--- config.mk ---
export PLATFORM = sky130hd
export DESIGN_NAME = rebs_mul
export DESIGN_NICKNAME = d
export VERILOG_FILES = /design/src/sv/rebs_pkg.sv /design/src/sv/rebs_mul.sv
export SDC_FILE = /design/constraint.sdc
export NUM_CORES = 1
export LEC_CHECK = 0
export BUFFER_PORTS_ARGS = -buffer_cell sky130_fd_sc_hd__buf_4
export CORE_ASPECT_RATIO = 1.4
export CORE_UTILIZATION = 55
export CTS_BUF_LIST = sky130_fd_sc_hd__clkbuf_4 sky130_fd_sc_hd__clkbuf_8
export DETAILED_ROUTE_END_ITERATION = 7
export MAX_ROUTING_LAYER = met4
export PLACE_DENSITY_LB_ADDON = 0.05
export SLEW_MARGIN = 20
export SYNTH_ARGS = -nofsm -noshare
export SYNTH_HDL_FRONTEND = slang
export SYNTH_SLANG_ARGS = --single-unit
--- constraint.sdc ---
create_clock -name i_clk -period 4.6 [get_ports i_clk]
set_input_delay 0 -clock i_clk [delete_from_list [all_inputs] [get_ports i_clk]]
set_output_delay 0 -clock i_clk [all_outputs]
set_load 0.1 [all_outputs]
--- src/sv/rebs_pkg.sv ---
// shared widths, codes and constants of the elevation search block
`default_nettype none
package rebs_pkg;

    // field widths fixed by the interface
    localparam int RANGE_W    = 24;
    localparam int HEIGHT_W   = 24;
    localparam int SEC_W      = 18;
    localparam int SPACE_W    = 16;
    localparam int GCNT_W     = 11;
    localparam int ECNT_W     = 5;
    localparam int ELEVIN_W   = 5;
    localparam int GATEIN_W   = 10;
    localparam int MODE_W     = 2;
    localparam int ELEVOUT_W  = 6;
    localparam int STATUS_W   = 2;
    localparam int CFGIDX_W   = 2;
    localparam int CFGDAT_W   = 24;

    // serial arithmetic
    localparam int PROD_W     = RANGE_W + SEC_W;
    localparam int SEC_FRAC   = 16;
    localparam int SLANT_W    = PROD_W - SEC_FRAC;
    localparam int MUL_STEPS  = SEC_W;
    localparam int DIV_STEPS  = SLANT_W;
    localparam int STEP_CNT_W = 5;

    // input word modes
    localparam logic [MODE_W-1:0] MODE_SEC   = 2'd0;
    localparam logic [MODE_W-1:0] MODE_BEAM  = 2'd1;
    localparam logic [MODE_W-1:0] MODE_QUERY = 2'd2;
    localparam logic [MODE_W-1:0] MODE_SPARE = 2'd3;

    // result status codes
    localparam logic [STATUS_W-1:0] ST_FOUND = 2'd0;
    localparam logic [STATUS_W-1:0] ST_GATE  = 2'd1;
    localparam logic [STATUS_W-1:0] ST_BELOW = 2'd2;
    localparam logic [STATUS_W-1:0] ST_ABOVE = 2'd3;

    // no elevation below, all ones
    localparam logic [ELEVOUT_W-1:0] ELEV_NONE = '1;

    // configuration register indexes
    localparam logic [CFGIDX_W-1:0] CFG_START_RANGE  = 2'd0;
    localparam logic [CFGIDX_W-1:0] CFG_GATE_SPACING = 2'd1;
    localparam logic [CFGIDX_W-1:0] CFG_GATE_COUNT   = 2'd2;
    localparam logic [CFGIDX_W-1:0] CFG_ELEV_COUNT   = 2'd3;

    // configuration reset values
    localparam logic [RANGE_W-1:0] START_RANGE_RST  = 24'd0;
    localparam logic [SPACE_W-1:0] GATE_SPACING_RST = 16'd256;
    localparam logic [GCNT_W-1:0]  GATE_COUNT_RST   = 11'd1024;
    localparam logic [ECNT_W-1:0]  ELEV_COUNT_RST   = 5'd0;

endpackage
`default_nettype wire

--- src/sv/rebs_mul.sv ---
// bit-serial shift-add multiplier, range times secant
`default_nettype none
module rebs_mul (
    input  wire logic                          i_clk,
    input  wire logic                          i_rst_n,
    input  wire logic                          i_start,
    input  wire logic [rebs_pkg::RANGE_W-1:0]  i_mcand,
    input  wire logic [rebs_pkg::SEC_W-1:0]    i_mplier,
    output logic                               o_done,
    output logic [rebs_pkg::PROD_W-1:0]        o_product
);

    logic                               r_busy;
    logic                               r_done;
    logic [rebs_pkg::STEP_CNT_W-1:0]    r_cnt;
    logic [rebs_pkg::RANGE_W-1:0]       r_mcand;
    logic [rebs_pkg::SEC_W-1:0]         r_mpl;
    logic [rebs_pkg::PROD_W-1:0]        r_acc;
    logic [rebs_pkg::RANGE_W:0]         n_sum;

    // add the multiplicand into the top of the accumulator when the low bit is set
    assign n_sum = {1'b0, r_acc[rebs_pkg::PROD_W-1:rebs_pkg::SEC_W]}
                 + (r_mpl[0] ? {1'b0, r_mcand} : '0);

    always_ff @(posedge i_clk) begin
        if (!i_rst_n) begin
            r_busy <= 1'b0;
            r_done <= 1'b0;
            r_cnt  <= '0;
        end else begin
            r_done <= 1'b0;
            if (i_start) begin
                r_busy <= 1'b1;
                r_cnt  <= '0;
            end else if (r_busy) begin
                r_cnt <= r_cnt + 1'b1;
                if (r_cnt == rebs_pkg::STEP_CNT_W'(rebs_pkg::MUL_STEPS - 1)) begin
                    r_busy <= 1'b0;
                    r_done <= 1'b1;
                end
            end
        end
    end

    always_ff @(posedge i_clk) begin
        if (i_start) begin
            r_mcand <= i_mcand;
            r_mpl   <= i_mplier;
            r_acc   <= '0;
        end else if (r_busy) begin
            r_acc <= {n_sum, r_acc[rebs_pkg::SEC_W-1:1]};
            r_mpl <= r_mpl >> 1;
        end
    end

    assign o_done    = r_done;
    assign o_product = r_acc;

endmodule
`default_nettype wire

Word-level counts from Yosys, hierarchy flattened. Cells that the tools add are included.

Equal/unequal tests: 1. Bitwise gates (word level): 2. $add $sub $neg: 2. Multiplexer cells: 7. Reductions and logical operators: 3.

Operators with widths (count): two-way mux 18 bit (2); adder 24 x 24 -> 25 bit (1); two-way mux 24 bit (1); adder 5 x 1 -> 5 bit, second input constant (1); == test 5 bit, second input constant (1); two-way mux 1 bit (4); OR reduction 3 bit (1); NOT 1 bit (2); nonzero test 2 bit (1); OR reduction 2 bit (1).

Output and inout bits: 43. Register bits after elaboration: 91. Input bits: 45.

Longest topological paths before layout.
Word-level depth: 4. Mapped depth: 11. Mapped depth without buffers: 10.

Worst setup path after synthesis. Ideal clock, no wire load.

Path kind: register to register. From: register r_acc, in the netlist o_product[18]. To: register r_acc, in the netlist o_product[39]. Required time: 4.481 ns. Stages on the path, launching flop included: 10. Data arrival time: 2.999 ns. Slack: 1.482 ns. Buffers on the path: 0. Setup time: 0.119 ns. Cells stage by stage: dfxtp_1 ha_1 fa_1 a21o_1 a31o_1 a221o_1 o21ai_2 a211oi_1 or3_1 a32o_1.

Longest elaborated chain between the ends: 1.

RTL lines: from (decl) (RTL line rebs_mul.sv:18) `logic [rebs_pkg::PROD_W-1:0] r_acc;`; from (signal assigned) (RTL line rebs_mul.sv:51) `r_acc <= {n_sum, r_acc[rebs_pkg::SEC_W-1:1]};`; adder 24 x 24 -> 25 bit (RTL line rebs_mul.sv:23) `+ (r_mpl[0] ? {1'b0, r_mcand} : '0);`.

No other way between the ends. A chain may end at the register's enable or synchronous reset.

Final worst setup path.
From: register r_mpl[0] (netlist bit). To: register r_acc, in the netlist o_product[39].

Longest elaborated chain between the ends: 2.

RTL lines: from (decl) (RTL line rebs_mul.sv:17) `logic [rebs_pkg::SEC_W-1:0] r_mpl;`; from (signal assigned) (RTL line rebs_mul.sv:48) `r_mpl <= i_mplier;`; from (signal assigned) (RTL line rebs_mul.sv:52) `r_mpl <= r_mpl >> 1;`; two-way mux 24 bit (RTL line rebs_mul.sv:23); adder 24 x 24 -> 25 bit (RTL line rebs_mul.sv:23).

No other way between the ends.

==> qor.csv <==
metric,value,unit
critical_path.reg2reg.startpoint,r_mpl[0],
status,"finished, final reports clean",
drt-vias-per-instance,5.403,
number_of_buffers_created_by_cts,9,
coreArea,7893,sq um
finalClockSkew,7.972,ps
layout-drive-gt1-share,0.2249,
synth-seq-area-share,0.4935,
drt-wirelength-per-cell,15.02,um
htree_num_levels,3,
detail-route-antenna-nets,0,
grtUsageMet3,0.04149,
wl,9719,um
ioPinCount,88,
cellLeakagePower,0.002607,uW
grt_pass1_wl,15470,um
groute.layer.met1.usage,0.2504,
worst-slew-pin-transition,1029,ps
port_buffer_count,87,
use_met2,0.4391,
crit_path_end_kind,flop,
track_usage,0.2387,
holdCritStartpoint,i_start,
worst_hold_path_type,primary input to flop,
place_congestion,0.9070,
rr_worst_depth,10,
die_width,78.81,um
drt_first_iter_violations,127,
fin_nets,614,
min_path_cells,2,
finalSetupTns,0,ps
layout_common_cells,"buf_4, dfxtp_1, nor2_1, dlygate4sd3_1, edfxtp_1",
whs_endpoint,o_product[23],
cts_hold_buffers,43,
initial_antenna_violation_count,0,
netlist.area_leader.share,0.2776,
floorplan.initialDensity,0.5756,
timing.critical_path.from_type,flop,
core.rowCount,38,
r2r-end,o_product[39],
cts_root_buf,clkbuf_8,
finalMaxSlewViolations,0,
postSynth.asyncResetShare,0,
cts_repair_resize_count,0,
totalPowerFinal,1977,uW
area_delta_synth_final,29.28,%
worst_setup_hold_path_clk_slew,90,ps
worst_skew_late_latency,360,ps
drcViolationCount,0,
post_synthesis_register_bit_count,91,
relative_slew_margins,0.3141,
synth_flop_cell,dfxtp_1,
setup.reg_to_reg.worst_slack,1150,ps
grt_overflow,0,
dp_hpwl,6342,um
yosys.cell_types.count,48,
critical_path_class,flop to flop,
post_cts_buffers,0,
cts.sink_count,91,
yosysWarningCount,0,
synth_edf_count,42,
syn_avg_cell_area,10.74,sq um
synth_area_leaders,"edfxtp_1, dfxtp_1, ha_1",
cp_data_arrival_time,3710,ps
worst-endpoint-required,4860,ps
crit_fanout,24,
grt_setup_unrepaired,no,
netlist_area,4543,sq um
syn-instance-count,423,
tritoncts_clock_tree,built,
grt_max_degree,78,
final_common_cell,buf_4,
min_period,3447,ps
hold_viol,0,
fp.dieH,109.5,um
cap_viol_max_count,0,
num_vias,3496,
setup_viol,0,
max_clock_freq,290.1,MHz
first_global_vias,3539,
top_usage_layer,met2,
fin_crit_sh,0.7494,
post-synth-top-area-cell,edfxtp_1,
antenna_cells_inserted,0,
fin_hold_ws,216.3,ps
powerDensity,336.6,nW/um^2
floorplan_die_area,8632,sq um
detail_route.first_pass.iterations,4,
max-clock-path-buffers,2,
ir_worst_vdd,0.2483,mV
synthesis.nets,495,
==> synth_stat cells, types with 3 or more instances <==
master,instances
o211ai_1,3
nor2b_1,3
ha_1,26
and3_1,4
nand2b_1,3
xnor2_1,12
o21a_1,3
a21o_1,16
nand3_1,4
nor2_1,43
and2_1,25
xor2_1,10
inv_1,7
clkbuf_1,18
a211oi_1,5
nand4_1,7
a21oi_1,24
o21bai_1,3
dfxtp_1,49
nand2_1,23
mux2_2,17
o21ai_0,18
edfxtp_1,42
buf_1,3
mux2i_1,25
==> how the worst max path moves through the flow <==
stage / start / end / slack (ps) / cells past startpoint
6_report: r_mpl[0] / o_product[39] / 1150 / 10
5_1_grt: r_mpl[0] / o_product[39] / 1000 / 10
4_1_cts: r_mpl[0] / o_product[37] / 1160 / 10
3_5_place_dp: r_mpl[0] / o_product[37] / 1170 / 10
3_3_place_gp: r_mpl[0] / o_product[39] / 1250 / 10
2_1_floorplan: o_product[18] / o_product[39] / 1480 / 9
==> flip-flops by register name (all words and copies together), names as in the netlist <==
name	cells
o_product	42
r_mcand	24
r_mpl	18
r_cnt	5
o_done	1
r_busy	1
==> power breakdown <==
| group | leakage [uW] | internal [uW] | switching [uW] |
|---|---|---|---|
| Sequential | 0.000815 | 906 | 42.1 |
| Clock | 0.000109 | 279 | 281 |
| Combinational | 0.00168 | 180 | 289 |
==> cells by family (layout without fill, tap and decap cells) <==
kind of cell | after synthesis | in the layout | share of synthesized area
AO/OA/AOI/OAI | 93 | 93 | 0.1391
XOR/XNOR | 22 | 22 | 0.04241
adder cells (fa/ha/maj) | 27 | 27 | 0.07601
buffers and inverters | 29 | 153 | 0.02423
flip-flops | 91 | 91 | 0.4935
multiplexers | 42 | 42 | 0.09722
AND/OR/NAND/NOR | 119 | 119 | 0.1275
==> stage by stage <==
stage | utilization | instances | instance area (sq um) | setup slack (ps)
after detailed placement | 0.6638 | 588 | 5239 | 1173
after floorplan | - | 423 | 4543 | 1482
after global placement | 0.6638 | 588 | 5239 | 1248
after CTS | 0.7441 | 647 | 5873 | 1156
after global routing | 0.7441 | 647 | 5873 | 1003
final | 0.7441 | 647 | 5873 | 1153
==> critical path, stage by stage, from the launching register on <==
cell and delay [ps]:
edfxtp_1 710, and2_1 300, ha_1 210, fa_1 410, a21o_1 230, a31o_1 240
a221o_1 330, o21ai_2 220, a211oi_1 120, or3_1 320, a32o_1 250
==> final cells by class <==
cell class / instances / area [sq um]
inverter: 7 / 26.28
tap: 100 / 125.1
multi-input combinational: 303 / 2191
clock buffer: 12 / 152.6
sequential: 91 / 2243
clock inverter: 4 / 51.30
fill: 588 / 2019
timing repair buffer: 130 / 1084
==> metal layers <==
metal / vias up / wire, um
li1: 1762 / -
met1: 1643 / 4000
met2: 72 / 5181
met3: 19 / 347
met4: 0 / 189
met5: - / 0
No activity file was read; power rests on OpenSTA's default activity.
