$ cat config.mk
export PLATFORM = sky130hd
export DESIGN_NAME = rebs_div
export DESIGN_NICKNAME = d
export VERILOG_FILES = /design/src/sv/rebs_pkg.sv /design/src/sv/rebs_div.sv
export SDC_FILE = /design/constraint.sdc
export NUM_CORES = 1
export LEC_CHECK = 0
export ABC_AREA = 0
export BUFFER_PORTS_ARGS = -buffer_cell sky130_fd_sc_hd__buf_4
export CELL_PAD_IN_SITES_DETAIL_PLACEMENT = 1
export CELL_PAD_IN_SITES_GLOBAL_PLACEMENT = 2
export CORE_ASPECT_RATIO = 0.7
export CORE_MARGIN = 4
export CORE_UTILIZATION = 32
export CTS_CLUSTER_SIZE = 40
export DETAILED_ROUTE_END_ITERATION = 8
export PLACE_DENSITY_LB_ADDON = 0.1
export SYNTH_ARGS = -nofsm -noshare
export SYNTH_HDL_FRONTEND = slang
export SYNTH_SLANG_ARGS = --single-unit
$ cat constraint.sdc
create_clock -name i_clk -period 2.7 [get_ports i_clk]
set_clock_uncertainty 0.1 [all_clocks]
set_input_delay 0.54 -clock i_clk [delete_from_list [all_inputs] [get_ports i_clk]]
set_output_delay 0.54 -clock i_clk [all_outputs]
set_load 0.01 [all_outputs]
$ cat src/sv/rebs_pkg.sv
// shared widths, codes and constants of the elevation search block
`default_nettype none
package rebs_pkg;

    // field widths fixed by the interface
    localparam int RANGE_W    = 24;
    localparam int HEIGHT_W   = 24;
    localparam int SEC_W      = 18;
    localparam int SPACE_W    = 16;
    localparam int GCNT_W     = 11;
    localparam int ECNT_W     = 5;
    localparam int ELEVIN_W   = 5;
    localparam int GATEIN_W   = 10;
    localparam int MODE_W     = 2;
    localparam int ELEVOUT_W  = 6;
    localparam int STATUS_W   = 2;
    localparam int CFGIDX_W   = 2;
    localparam int CFGDAT_W   = 24;

    // serial arithmetic
    localparam int PROD_W     = RANGE_W + SEC_W;
    localparam int SEC_FRAC   = 16;
    localparam int SLANT_W    = PROD_W - SEC_FRAC;
    localparam int MUL_STEPS  = SEC_W;
    localparam int DIV_STEPS  = SLANT_W;
    localparam int STEP_CNT_W = 5;

    // input word modes
    localparam logic [MODE_W-1:0] MODE_SEC   = 2'd0;
    localparam logic [MODE_W-1:0] MODE_BEAM  = 2'd1;
    localparam logic [MODE_W-1:0] MODE_QUERY = 2'd2;
    localparam logic [MODE_W-1:0] MODE_SPARE = 2'd3;

    // result status codes
    localparam logic [STATUS_W-1:0] ST_FOUND = 2'd0;
    localparam logic [STATUS_W-1:0] ST_GATE  = 2'd1;
    localparam logic [STATUS_W-1:0] ST_BELOW = 2'd2;
    localparam logic [STATUS_W-1:0] ST_ABOVE = 2'd3;

    // no elevation below, all ones
    localparam logic [ELEVOUT_W-1:0] ELEV_NONE = '1;

    // configuration register indexes
    localparam logic [CFGIDX_W-1:0] CFG_START_RANGE  = 2'd0;
    localparam logic [CFGIDX_W-1:0] CFG_GATE_SPACING = 2'd1;
    localparam logic [CFGIDX_W-1:0] CFG_GATE_COUNT   = 2'd2;
    localparam logic [CFGIDX_W-1:0] CFG_ELEV_COUNT   = 2'd3;

    // configuration reset values
    localparam logic [RANGE_W-1:0] START_RANGE_RST  = 24'd0;
    localparam logic [SPACE_W-1:0] GATE_SPACING_RST = 16'd256;
    localparam logic [GCNT_W-1:0]  GATE_COUNT_RST   = 11'd1024;
    localparam logic [ECNT_W-1:0]  ELEV_COUNT_RST   = 5'd0;

endpackage
`default_nettype wire

$ cat src/sv/rebs_div.sv
// bit-serial restoring divider, range offset over gate spacing
`default_nettype none
module rebs_div (
    input  wire logic                          i_clk,
    input  wire logic                          i_rst_n,
    input  wire logic                          i_start,
    input  wire logic [rebs_pkg::SLANT_W-1:0]  i_dividend,
    input  wire logic [rebs_pkg::SPACE_W-1:0]  i_divisor,
    output logic                               o_done,
    output logic [rebs_pkg::SLANT_W-1:0]       o_quotient
);

    logic                               r_busy;
    logic                               r_done;
    logic [rebs_pkg::STEP_CNT_W-1:0]    r_cnt;
    logic [rebs_pkg::SPACE_W-1:0]       r_div;
    logic [rebs_pkg::SPACE_W-1:0]       r_rem;
    logic [rebs_pkg::SLANT_W-1:0]       r_q;
    logic [rebs_pkg::SPACE_W:0]         n_trial;
    logic [rebs_pkg::SPACE_W:0]         n_diff;
    logic                               n_ge;

    assign n_trial = {r_rem, r_q[rebs_pkg::SLANT_W-1]};
    assign n_ge    = n_trial >= {1'b0, r_div};
    assign n_diff  = n_trial - {1'b0, r_div};

    always_ff @(posedge i_clk) begin
        if (!i_rst_n) begin
            r_busy <= 1'b0;
            r_done <= 1'b0;
            r_cnt  <= '0;
        end else begin
            r_done <= 1'b0;
            if (i_start) begin
                r_busy <= 1'b1;
                r_cnt  <= '0;
            end else if (r_busy) begin
                r_cnt <= r_cnt + 1'b1;
                if (r_cnt == rebs_pkg::STEP_CNT_W'(rebs_pkg::DIV_STEPS - 1)) begin
                    r_busy <= 1'b0;
                    r_done <= 1'b1;
                end
            end
        end
    end

    // remainder stays below the divisor, so 16 bits hold it
    always_ff @(posedge i_clk) begin
        if (i_start) begin
            r_div <= i_divisor;
            r_rem <= '0;
            r_q   <= i_dividend;
        end else if (r_busy) begin
            r_rem <= n_ge ? n_diff[rebs_pkg::SPACE_W-1:0] : n_trial[rebs_pkg::SPACE_W-1:0];
            r_q   <= {r_q[rebs_pkg::SLANT_W-2:0], n_ge};
        end
    end

    assign o_done     = r_done;
    assign o_quotient = r_q;

endmodule
`default_nettype wire

After elaboration in Yosys (flattened, before gate mapping)
Index checks and enable logic that the tools add are counted.
Storage, ports and cells
  input bits: 45
  flip-flop bits (word level): 65
Cells by class
  eq/ne operators: 1
  magnitude comparators: 1
  $add $sub $neg: 2
  reductions and logical operators: 3
  bitwise logic cells: 2
  multiplexer cells: 7
Operators with widths (number)
  26-bit two-way mux: 2
  17-bit by 16-bit >= comparator with 1-bit output: 1
  16-bit two-way mux: 1
  16-bit subtractor: 1
  5-bit by 1-bit adder with 5-bit output (second input constant): 1
  5-bit == test (second input constant): 1
  1-bit two-way mux: 4
  3-bit OR reduction: 1
  1-bit NOT: 2
  2-bit nonzero test: 1
  2-bit OR reduction: 1

Depth between registers and ports, before layout
Gate-level depths: netlist of run 1.
  word-level depth: 4
  mapped depth: 11
  mapped depth without buffers: 9

Worst setup path after synthesis of run 1
No wires, ideal clock.
  path kind: register to register
  start point: register r_div[9] (netlist bit)
  end point: register r_rem[3] (netlist bit)
  path slack: 0.058 ns
  library setup time: 0.077 ns
  period minus slack after synthesis: 2.642 ns
  arrival time: 2.465 ns
  buffers on the path: 2
  data required time: 2.523 ns
  cell stages (with the launch flop): 11
  cells stage by stage: edfxtp_1 -> inv_1 -> ha_1 -> buf_4 -> nand4_1 -> or4_1 -> and4_1 -> and3_1 -> buf_6 -> or4_4 -> a41oi_2
On the way
  cells in the longest elaborated chain, start to end: 2
RTL lines
  start, declared: RTL line rebs_div.sv:16  | logic [rebs_pkg::SPACE_W-1:0] r_div;
  start signal, assigned: RTL line rebs_div.sv:50  | r_div <= i_divisor;
  17-bit by 16-bit >= comparator with 1-bit output: RTL line rebs_div.sv:24  | assign n_ge = n_trial >= {1'b0, r_div};
  16-bit two-way mux: RTL line rebs_div.sv:54  | r_rem <= n_ge ? n_diff[rebs_pkg::SPACE_W-1:0] : n_trial[rebs_pkg::SPACE_W-1:0];
  end signal, assigned: RTL line rebs_div.sv:54
  end, declared: RTL line rebs_div.sv:17  | logic [rebs_pkg::SPACE_W-1:0] r_rem;
Every way passes these cells.
A chain may end at the register's enable or synchronous reset.

Worst setup path in the final report of run 1
  start point: register r_div[10] (netlist bit)
  end point: register r_rem[3] (netlist bit)
The elaborated chain is that of the path after synthesis.

==> results of run 1 <==
## worst max-delay path, stage by stage (launching register included)
cell	delay, ps
edfxtp_1	330
inv_1	70
ha_4	290
nand4_1	100
or4_1	520
and4_4	170
and3_1	200
or4_4	510
a41oi_2	210
## placed cells by master, fill, tap and decap left out, drive strengths merged, types with 6 or more instances in the layout
cell    synthesis  routed
buf             7     103
edfxtp         42      42
nor2           31      31
mux2           26      26
inv            23      23
dfxtp          23      23
nand2          19      19
a21oi          19      19
ha             18      18
o21ai          16      16
clkbuf         12      14
nand3          10      10
a211oi         10      10
xnor2           7       7
nand2b          6       6
## layer usage
metal / track usage [%] / share of wire, % / up-vias
li1: - / - / 1452
met1: 24.0 / 51 / 1448
met2: 24.0 / 43 / 50
met3: 4.30 / 4.4 / 10
met4: 4.26 / 0.99 / 0
met5: 0 / 0 / -
## power by group through the flow
stage	registers (mW)	clock network (mW)	logic [mW]
after global placement	1.22	0	0.692
after global routing	1.22	1.41	0.817
after CTS	1.20	1.36	0.716
final	1.20	1.32	0.743
after detailed placement	1.22	0	0.699
after floorplan	1.23	0	0.404
## flip-flops by register name, indices dropped and copies added, names as in the netlist
name	cells
o_quotient	26
r_div	16
r_cnt	5
r_busy	1
r_rem	16
o_done	1
## worst max path at each step
stage	slack (ps)	end	depth (start not counted)	from
after floorplan	60	r_rem[3]$_SDFFE_PP0P_	10	r_div[9]$_DFFE_PP_
after global placement	50	r_rem[14]$_SDFFE_PP0P_	10	o_quotient[25]$_DFFE_PP_
after detailed placement	-80	r_rem[0]$_SDFFE_PP0P_	9	r_div[10]$_DFFE_PP_
after CTS	20	r_rem[0]$_SDFFE_PP0P_	9	r_div[11]$_DFFE_PP_
after global routing	-4	r_rem[10]$_SDFFE_PP0P_	11	r_div[12]$_DFFE_PP_
final	120	r_rem[3]$_SDFFE_PP0P_	8	r_div[10]$_DFFE_PP_
## cell families after synthesis
group | count (synthesis) | synth area share (%)
muxes | 31 | 9.40
xor gates and xnor gates | 12 | 2.88
buffers and inverters | 43 | 6.62
adders and majority gates | 19 | 6.72
and+or+nand+nor | 92 | 12.4
AOI/OAI and AO/OA | 79 | 14.8
DFF | 65 | 47.2
## through the flow
step           setup TNS (ps)  utilization [%]
6_report                    0             44.4
5_1_grt                 -4.40             44.4
4_1_cts                     0             43.5
3_5_place_dp            -83.6             40.2
3_3_place_gp                0             40.2
2_1_floorplan               0                -
## area by class of cell
cell class / instances / area [um2] / share of cell area (%)
multi-input cells: 233 / 1800 / 36.5
flip-flops and latches: 65 / 1720 / 35.0
repair buffers: 103 / 790 / 16.0
clock buffers: 14 / 274 / 5.57
well taps: 153 / 191 / 3.89
inverters: 24 / 90.1 / 1.83
clock inverters: 2 / 60.1 / 1.22
## what timing repair did
item	in CTS	in global routing
endpoints found under the setup margin	1	10
buffers inserted	2	0
hold buffers	0	0
pin swaps	0	5
resized for setup	2	17
==> flow_metrics.env, run 1 <==
export IMPL_yosysUniqueCellTypes=54
export IMPL_clock_sinks=65
export IMPL_synthCells=341
export IMPL_place_area_um2=4460
export IMPL_status="complete, no violations"
export IMPL_pre_cts_ws_ps=-83.6
export IMPL_arrival_ps=2730
export IMPL_hp_class="in2reg"
export IMPL_ios=72
export IMPL_cts_buffers=9
export IMPL_crit_path_start_kind="flip-flop"
export IMPL_worstPathRequired_ps=2850
export IMPL_fin_ws_ps=123
export IMPL_path_max_fanout=4
export IMPL_netlist_top_cell_by_area="edfxtp_1"
export IMPL_seqPwrFrac_pct=36.8
export IMPL_antenna_cells=0
export IMPL_rows=32
export IMPL_grt_remaining_overflow=0
export IMPL_die_width_um=136
export IMPL_comb_power_share_pct=22.7
export IMPL_dp_hpwl_um=7720
export IMPL_grt_pass1_vias=3123
export IMPL_antenna_found_initial=0
export IMPL_final_min_clock_period_ps=2580
export IMPL_async_flop_share_pct=0
export IMPL_max_slew_margin_rel_pct=58.7
export IMPL_intPower_mw=2.41
export IMPL_maxCapViolCount=0
export IMPL_htree_num_levels=3
export IMPL_p_total_mw=3.27
export IMPL_total_leakage_power_nw=2.00
export IMPL_switching_share_pct=26.4
export IMPL_routed_wirelength_um=10500
export IMPL_end_kind="flip-flop"
export IMPL_start_util_pct=32.9
export IMPL_whs_endpoint="r_div[5]$_DFFE_PP_"
export IMPL_powerDensity_nw_per_um2=664
export IMPL_grtUsageTotal_pct=16.4
export IMPL_dp_cells=576
export IMPL_clock_latency_ps=330
export IMPL_drv_slew=0
export IMPL_io_buffer_count=71
export IMPL_ant_nets=0
export IMPL_hold_depth=1
export IMPL_stdcell_area_um2=4920
export IMPL_fp_dieH_um=97.3
export IMPL_synth_common_cells="edfxtp_1 (42), nor2_1 (31), mux2_2 (26), dfxtp_1 (23), inv_1 (23)"
export IMPL_setup_viol=0
export IMPL_p_clk_share_pct=40.4
export IMPL_ys_ff_latch=65
export IMPL_grt_pass1_wl_um=16800
export IMPL_synth_edf_count=42
export IMPL_syn_area_per_cell_um2=10.7
export IMPL_worst_pin_slew_ps=620
export IMPL_hold_start="i_divisor[5]"
export IMPL_cts_tree="done"
export IMPL_post_drt_wl_per_cell_um=17.7
export IMPL_fin_nets=500
export IMPL_cts_path_max_buffers=2
export IMPL_synth_top_area_share_pct=34.6
export IMPL_die_area_um2=13200
export IMPL_seq_area_frac_synth_pct=47.2
export IMPL_fin_crit_sh_pct=95.5
export IMPL_yosys_warnings=0
export IMPL_worstSetupPathType="reg2reg"
export IMPL_fillers=1231
export IMPL_grt_max_degree=37
export IMPL_drtPass1Iterations=4
export IMPL_worst_ir_drop_vdd_mv=0.345
export IMPL_syn_area_um2=3650
export IMPL_cts_root_buf="clkbuf_16"
export IMPL_p_sw_uw=863
export IMPL_synth_fp_nets=405
export IMPL_first_iter_violations=149
export IMPL_gp_congestion=0.775
export IMPL_reg2reg_depth=8
export IMPL_max_freq_mhz=388
export IMPL_r2r_end="r_rem[3]$_SDFFE_PP0P_"
export IMPL_routed_via_count=2960
export IMPL_drc=0
export IMPL_final_cells=594
export IMPL_synth_area_leaders="edfxtp_1 (35%), dfxtp_1 (13%), mux2_2 (8.0%), ha_1 (6.2%), nor2_1 (3.2%)"
export IMPL_synth_most_common_cell="edfxtp_1"
export IMPL_r2r_start="r_div[10]$_DFFE_PP_"
export IMPL_layout_drive_gt1_share_pct=36.5
export IMPL_synthToLayoutAreaGrowth_pct=35.0
export IMPL_viasPerCell=4.98
export IMPL_whs_ps=279
export IMPL_r2r_slack_ps=120
export IMPL_finalHoldViolCount=0
export IMPL_ys_flop_type="edfxtp_1"
export IMPL_clk_pin_slew_worst_paths_ps=60
export IMPL_fp_coreArea_um2=11100
No activity file was read; power rests on OpenSTA's default activity.
==> run 2, diff against run 1 <==
ABC_AREA = 1   (was 0)
CORE_UTILIZATION = 29   (was 32)
CTS_BUF_LIST = sky130_fd_sc_hd__clkbuf_4 sky130_fd_sc_hd__clkbuf_8 sky130_fd_sc_hd__clkbuf_16   (was unset)
==> run 2 against run 1 <==
  * Non-clock buffer count decreased by 28
  * Final cell count increased by 22%
  * Sequential share of layout area increased by 0.21 points
  * Worst setup slack improved by 280 ps
  * Worst hold slack improved by 5.6 ps
  * Total power decreased by 11%
  * Wire length increased by 6.1%
  * Via count increased by 9.5%
  * Area after synthesis increased by 5.8%
  * First-iteration DRC count decreased by 16%
  * Design area decreased by 0.61%
  * Die area increased by 16%
==> flow_metrics.env, run 2 <==
export IMPL_synth_edf_count=42
export IMPL_cts_root_buf="clkbuf_16"
export IMPL_layout_drive_gt1_share_pct=23.0
export IMPL_synth_mux_area_fraction_pct=0
export IMPL_register_area_um2=1720
export IMPL_synth_top_area_share_pct=32.7
export IMPL_yosysUniqueCellTypes=36
export IMPL_critPathBufInv=1
export IMPL_whs_endpoint="r_div[12]$_DFFE_PP_"
export IMPL_reg2reg_depth=10
export IMPL_grt_max_degree=29
export IMPL_maxCapViolCount=0
export IMPL_syn_area_um2=3860
export IMPL_p_total_mw=2.92
export IMPL_rows=34
export IMPL_worst_pin_slew_ps=508
export IMPL_max_freq_mhz=435
export IMPL_status="complete, no violations"
export IMPL_die_area_um2=15200
export IMPL_ys_ff_latch=65
export IMPL_post_drt_wl_per_cell_um=15.4
export IMPL_hold_buffers=0
export IMPL_grtUsageTotal_pct=15.2
export IMPL_netlist_top_cell_by_area="edfxtp_1"
export IMPL_slowest_delay_ps=380
export IMPL_finalHoldViolCount=0
export IMPL_drv_slew=0
export IMPL_grt_pass1_vias=3489
export IMPL_pre_cts_ws_ps=413
export IMPL_r2r_start="r_div[14]$_DFFE_PP_"
export IMPL_multiInputGateArea_um2=1810
export IMPL_end_kind="flip-flop"
export IMPL_routed_via_count=3240
export IMPL_max_slew_margin_rel_pct=66.1
export IMPL_ios=72
export IMPL_synth_top_family_by_area="simple AND/OR/NAND/NOR gates"
export IMPL_path_max_fanout=18
export IMPL_setup_viol=0
export IMPL_synthCells=482
export IMPL_r2r_end="r_rem[8]$_SDFFE_PP0P_"
export IMPL_drc=0
export IMPL_antenna_cells=0
export IMPL_ctsResizeCount=0
export IMPL_final_common_cell="nand2_1"
export IMPL_fp_coreArea_um2=12700
export IMPL_routed_wirelength_um=11100
export IMPL_gp_congestion=0.780
export IMPL_viasPerCell=4.48
export IMPL_syn_area_per_cell_um2=8.01
export IMPL_post_cts_setup_buffers=0
export IMPL_hold_depth=1
export IMPL_clock_sinks=65
export IMPL_grt_pass1_wl_um=18400
export IMPL_whs_ps=284
export IMPL_rsz0062_at_grt="false"
export IMPL_synthToLayoutAreaGrowth_pct=26.7
export IMPL_first_iter_violations=125
export IMPL_worst_ir_drop_vdd_mv=0.257
export IMPL_final_min_clock_period_ps=2300
export IMPL_ys_flop_type="edfxtp_1"
export IMPL_synth_compound_area_share_pct=3.14
export IMPL_fin_ws_ps=399
export IMPL_drtPass1Iterations=4
export IMPL_fillers=1556
export IMPL_fp_dieH_um=105
export IMPL_htree_num_levels=3
export IMPL_crit_top_cell="nand2_1"
export IMPL_final_cell_mix="nand2_1 (200), buf_4 (75), inv_1 (56)"
export IMPL_grt_remaining_overflow=0
export IMPL_synth_area_leaders="edfxtp_1 (33%), nand2_1 (19%), dfxtp_1 (12%), ha_1 (5.8%), inv_1 (5.4%)"
export IMPL_fin_setup_tns_ps=0
export IMPL_yosys_warnings=0
export IMPL_cts_buffers=9
export IMPL_powerDensity_nw_per_um2=597
export IMPL_async_flop_share_pct=0
export IMPL_largest_reg_flops=26
export IMPL_fin_crit_sh_pct=85.2
export IMPL_synth_xor_area_share_pct=1.36
export IMPL_synth_common_cells="nand2_1 (200), inv_1 (56), edfxtp_1 (42), nand3_1 (24), dfxtp_1 (23)"
export IMPL_clock_latency_ps=330
export IMPL_worstSetupPathType="reg2reg"
export IMPL_arrival_ps=2480
export IMPL_cts_path_max_buffers=2
export IMPL_hp_class="in2reg"
export IMPL_cts_tree="done"
export IMPL_die_width_um=146
export IMPL_seq_area_frac_synth_pct=44.6
export IMPL_yosys_area_share_simple_pct=35.9
export IMPL_worstPathRequired_ps=2870
export IMPL_synth_fp_nets=546
export IMPL_antenna_found_initial=0
export IMPL_r2r_slack_ps=400
export IMPL_crit_path_start_kind="flip-flop"
export IMPL_path_delay_family="simple AND/OR/NAND/NOR gates"
export IMPL_hold_start="i_divisor[12]"
export IMPL_fin_nets=620
export IMPL_path_cells="inv_1 -> ha_1 -> a21oi_1 -> o21a_1 -> nand2_2 -> nor2_8 -> nand2_8 -> nand2_1 -> nand3_1 -> nand2_1"
export IMPL_synth_most_common_cell="nand2_1"
export IMPL_cp_slowest_cell="ha_1"
export IMPL_start_util_pct=30.3
export IMPL_dp_hpwl_um=8230
export IMPL_io_buffer_count=71
export IMPL_synth_adder_area_share_pct=6.35
export IMPL_clk_pin_slew_worst_paths_ps=60
export IMPL_total_leakage_power_nw=2.52
export IMPL_ant_nets=0
[run 2: cell types whose count changed in the layout (fill, tap and decap cells not counted), sizes merged, moves of 7 or more]
cell | previous run | this run
a21oi | 19 | 12
a211oi | 10 | 1
nand2 | 19 | 219
nand3b | 1 | 19
buf | 103 | 75
inv | 23 | 68
nand3 | 10 | 27
mux2 | 26 | 0
nor2 | 31 | 16
o21ai | 16 | 0
[run 2: logic make-up after synthesis]
kind of cell	Yosys count
and+or+nand+nor	294
buffers and inverters	79
DFF	65
AOI/OAI and AO/OA	19
adders and majority gates	19
xor gates and xnor gates	6
[run 2: through the flow]
step | area (um2) | cells | util (%)
final | 4890 | 723 | 38.5
after global routing | 4890 | 723 | 38.5
after CTS | 4890 | 723 | 38.5
after detailed placement | 4540 | 707 | 35.7
after global placement | 4540 | 707 | 35.7
after floorplan | 3860 | 482 | -
[run 2: layout make-up]
| type | count | share of cell area [%] |
|---|---|---|
| clock buffer | 10 | 4.76 |
| clock inverter | 6 | 2.35 |
| inverter | 67 | 5.14 |
| multi-input combinational | 338 | 36.9 |
| sequential | 65 | 35.2 |
| tap | 162 | 4.14 |
| timing repair buffer | 75 | 11.5 |
[run 2: how the worst max path moves through the flow]
| stage | start | endpoint | slack, ps | cells after the start |
|---|---|---|---|---|
| 3_3_place_gp | r_div[14]$_DFFE_PP_ | r_rem[8]$_SDFFE_PP0P_ | 440 | 10 |
| 3_5_place_dp | r_div[14]$_DFFE_PP_ | r_rem[8]$_SDFFE_PP0P_ | 410 | 10 |
| 6_report | r_div[14]$_DFFE_PP_ | r_rem[8]$_SDFFE_PP0P_ | 400 | 10 |
| 4_1_cts | r_div[14]$_DFFE_PP_ | r_rem[8]$_SDFFE_PP0P_ | 390 | 10 |
| 2_1_floorplan | i_start | o_quotient[0]$_DFFE_PP_ | 680 | 3 |
| 5_1_grt | r_div[14]$_DFFE_PP_ | r_rem[8]$_SDFFE_PP0P_ | 180 | 10 |
[run 2: routing by layer]
metal | vias to the layer above | part of all wire [%] | wire length (um) | track usage [%]
met5 | - | 0 | 0 | 0
met4 | 0 | 0.61 | 68 | 2.85
met3 | 5 | 2.9 | 325 | 3.57
met2 | 33 | 43 | 4780 | 23.6
met1 | 1527 | 54 | 5970 | 21.8
li1 | 1675 | - | - | -
[run 2: power by group]
group	total, mW	internal, mW	switching (mW)
clock	1.38	0.918	0.463
sequential	1.17	1.14	0.0330
combinational	0.372	0.161	0.212
==> run 3, diff against run 2 <==
CORE_MARGIN = unset   (was 4)
==> run 3 against run 2 <==
  * Count of clock-buffer cells in the layout is 2 higher
  * Critical endpoint is now r_rem[12]$_SDFFE_PP0P_
  * Critical path depth is 1 higher
  * Wire length grew 1.1%
  * Flip-flop and latch count stayed put
  * Highest routed layer unchanged
  * Register-to-register slack better by 170 ps
  * First-iteration DRC count shrank 5.6%
  * Final cell count up 0.14%
  * Global-route usage up 2.9 points
==> flow_metrics.env, run 3 (same netlist as run 2, synthesis figures left out) <==
export IMPL_grt_pass1_vias=3526
export IMPL_crit_path_start_kind="flip-flop"
export IMPL_fin_crit_sh_pct=78.9
export IMPL_post_drt_wl_per_cell_um=15.6
export IMPL_final_cells=724
export IMPL_hold_buffers=0
export IMPL_cts_path_max_buffers=2
export IMPL_routed_via_count=3253
export IMPL_start_util_pct=30.4
export IMPL_layout_drive_gt1_share_pct=23.1
export IMPL_gp_congestion=0.770
export IMPL_worst_ir_drop_vdd_mv=0.301
export IMPL_fin_ws_ps=569
export IMPL_htree_num_levels=3
export IMPL_arrival_ps=2310
export IMPL_final_min_clock_period_ps=2130
export IMPL_cts_buffers=9
export IMPL_antenna_found_initial=0
export IMPL_fin_setup_tns_ps=0
export IMPL_cts_root_buf="clkbuf_16"
export IMPL_worst_pin_slew_ps=424
export IMPL_max_slew_margin_rel_pct=71.7
export IMPL_worstPathRequired_ps=2880
export IMPL_final_common_cell="nand2_1"
export IMPL_clock_sinks=65
export IMPL_max_freq_mhz=469
export IMPL_rsz0062_at_grt="false"
export IMPL_finalHoldViolCount=0
export IMPL_dp_cells=708
export IMPL_worstSetupPathType="reg2reg"
export IMPL_fp_coreArea_um2=12700
export IMPL_fin_nets=621
export IMPL_powerDensity_nw_per_um2=586
export IMPL_routed_wirelength_um=11300
export IMPL_drtPass1Iterations=4
export IMPL_grt_max_degree=34
export IMPL_drv_slew=0
export IMPL_path_max_fanout=18
export IMPL_ctsResizeCount=0
export IMPL_die_area_um2=13800
export IMPL_synthToLayoutAreaGrowth_pct=26.6
export IMPL_total_leakage_power_nw=2.52
export IMPL_antenna_cells=0
export IMPL_post_cts_setup_buffers=0
export IMPL_maxCapViolCount=0
export IMPL_clk_pin_slew_worst_paths_ps=60
export IMPL_viasPerCell=4.49
export IMPL_ios=72
export IMPL_grt_remaining_overflow=0
export IMPL_clock_latency_ps=330
export IMPL_hp_class="in2reg"
export IMPL_grt_pass1_wl_um=19000
export IMPL_final_cell_mix="nand2_1 (200), buf_4 (76), inv_1 (56)"
export IMPL_largest_reg_flops=26
export IMPL_grtUsageTotal_pct=18.1
export IMPL_ant_nets=0
export IMPL_p_total_mw=2.86
export IMPL_end_kind="flip-flop"
export IMPL_status="complete, no violations"
export IMPL_pre_cts_ws_ps=570
export IMPL_rows=34
export IMPL_setup_viol=0
export IMPL_io_buffer_count=71
export IMPL_fp_dieH_um=98.5
export IMPL_drc=0
export IMPL_dp_hpwl_um=8550
export IMPL_first_iter_violations=118
export IMPL_cts_tree="done"
export IMPL_die_width_um=140
-- run 3: worst paths after layout --
check / from / to / slack (ps) / depth (start not counted)
hold reg to reg: r_rem[6]$_SDFFE_PP0P_ / r_rem[6]$_SDFFE_PP0P_ / 370 / 2
hold / removal: i_divisor[1] / r_div[1]$_DFFE_PP_ / 280 / 1
setup reg to reg: r_div[10]$_DFFE_PP_ / r_rem[12]$_SDFFE_PP0P_ / 570 / 11
setup / recovery: r_div[10]$_DFFE_PP_ / r_rem[12]$_SDFFE_PP0P_ / 570 / 11
-- run 3: metrics by stage --
stage / utilization, % / hold slack [ps] / area [um2]
6_report: 38.5 / 280 / 4890
5_1_grt: 38.5 / 268 / 4890
2_1_floorplan: - / 343 / 3860
3_5_place_dp: 35.9 / 366 / 4550
4_1_cts: 38.5 / 265 / 4890
3_3_place_gp: 35.9 / 362 / 4550
-- run 3: routing by layer --
metal	GRT usage, %	up-vias	part of all wire [%]
met2	26.8	44	41
met5	0	-	0
met1	26.2	1519	54
met4	5.58	0	1.3
met3	4.03	12	4.0
li1	-	1678	-
-- run 3: where the power goes --
part / total (mW) / switching, mW / internal, mW
logic: 0.376 / 0.214 / 0.162
clock network: 1.32 / 0.447 / 0.870
registers: 1.17 / 0.0347 / 1.14
-- run 3: area by class of cell --
class	instances	area, um2
clock buffer	12	260
clock inverter	4	73.8
fill	1559	7790
inverter	67	251
multi-input combinational	338	1810
sequential	65	1720
tap	162	203
timing repair buffer	76	571
-- run 3: critical path, stage by stage, from the launching register on --
cell and delay, ps:
edfxtp_1 320, inv_1 40, ha_1 380, nand2_1 110
nand2_1 100, nand2_1 150, a21oi_4 100, nor2_8 330
nand2_8 190, nand2_1 120, nand3_1 70, nand2_1 60
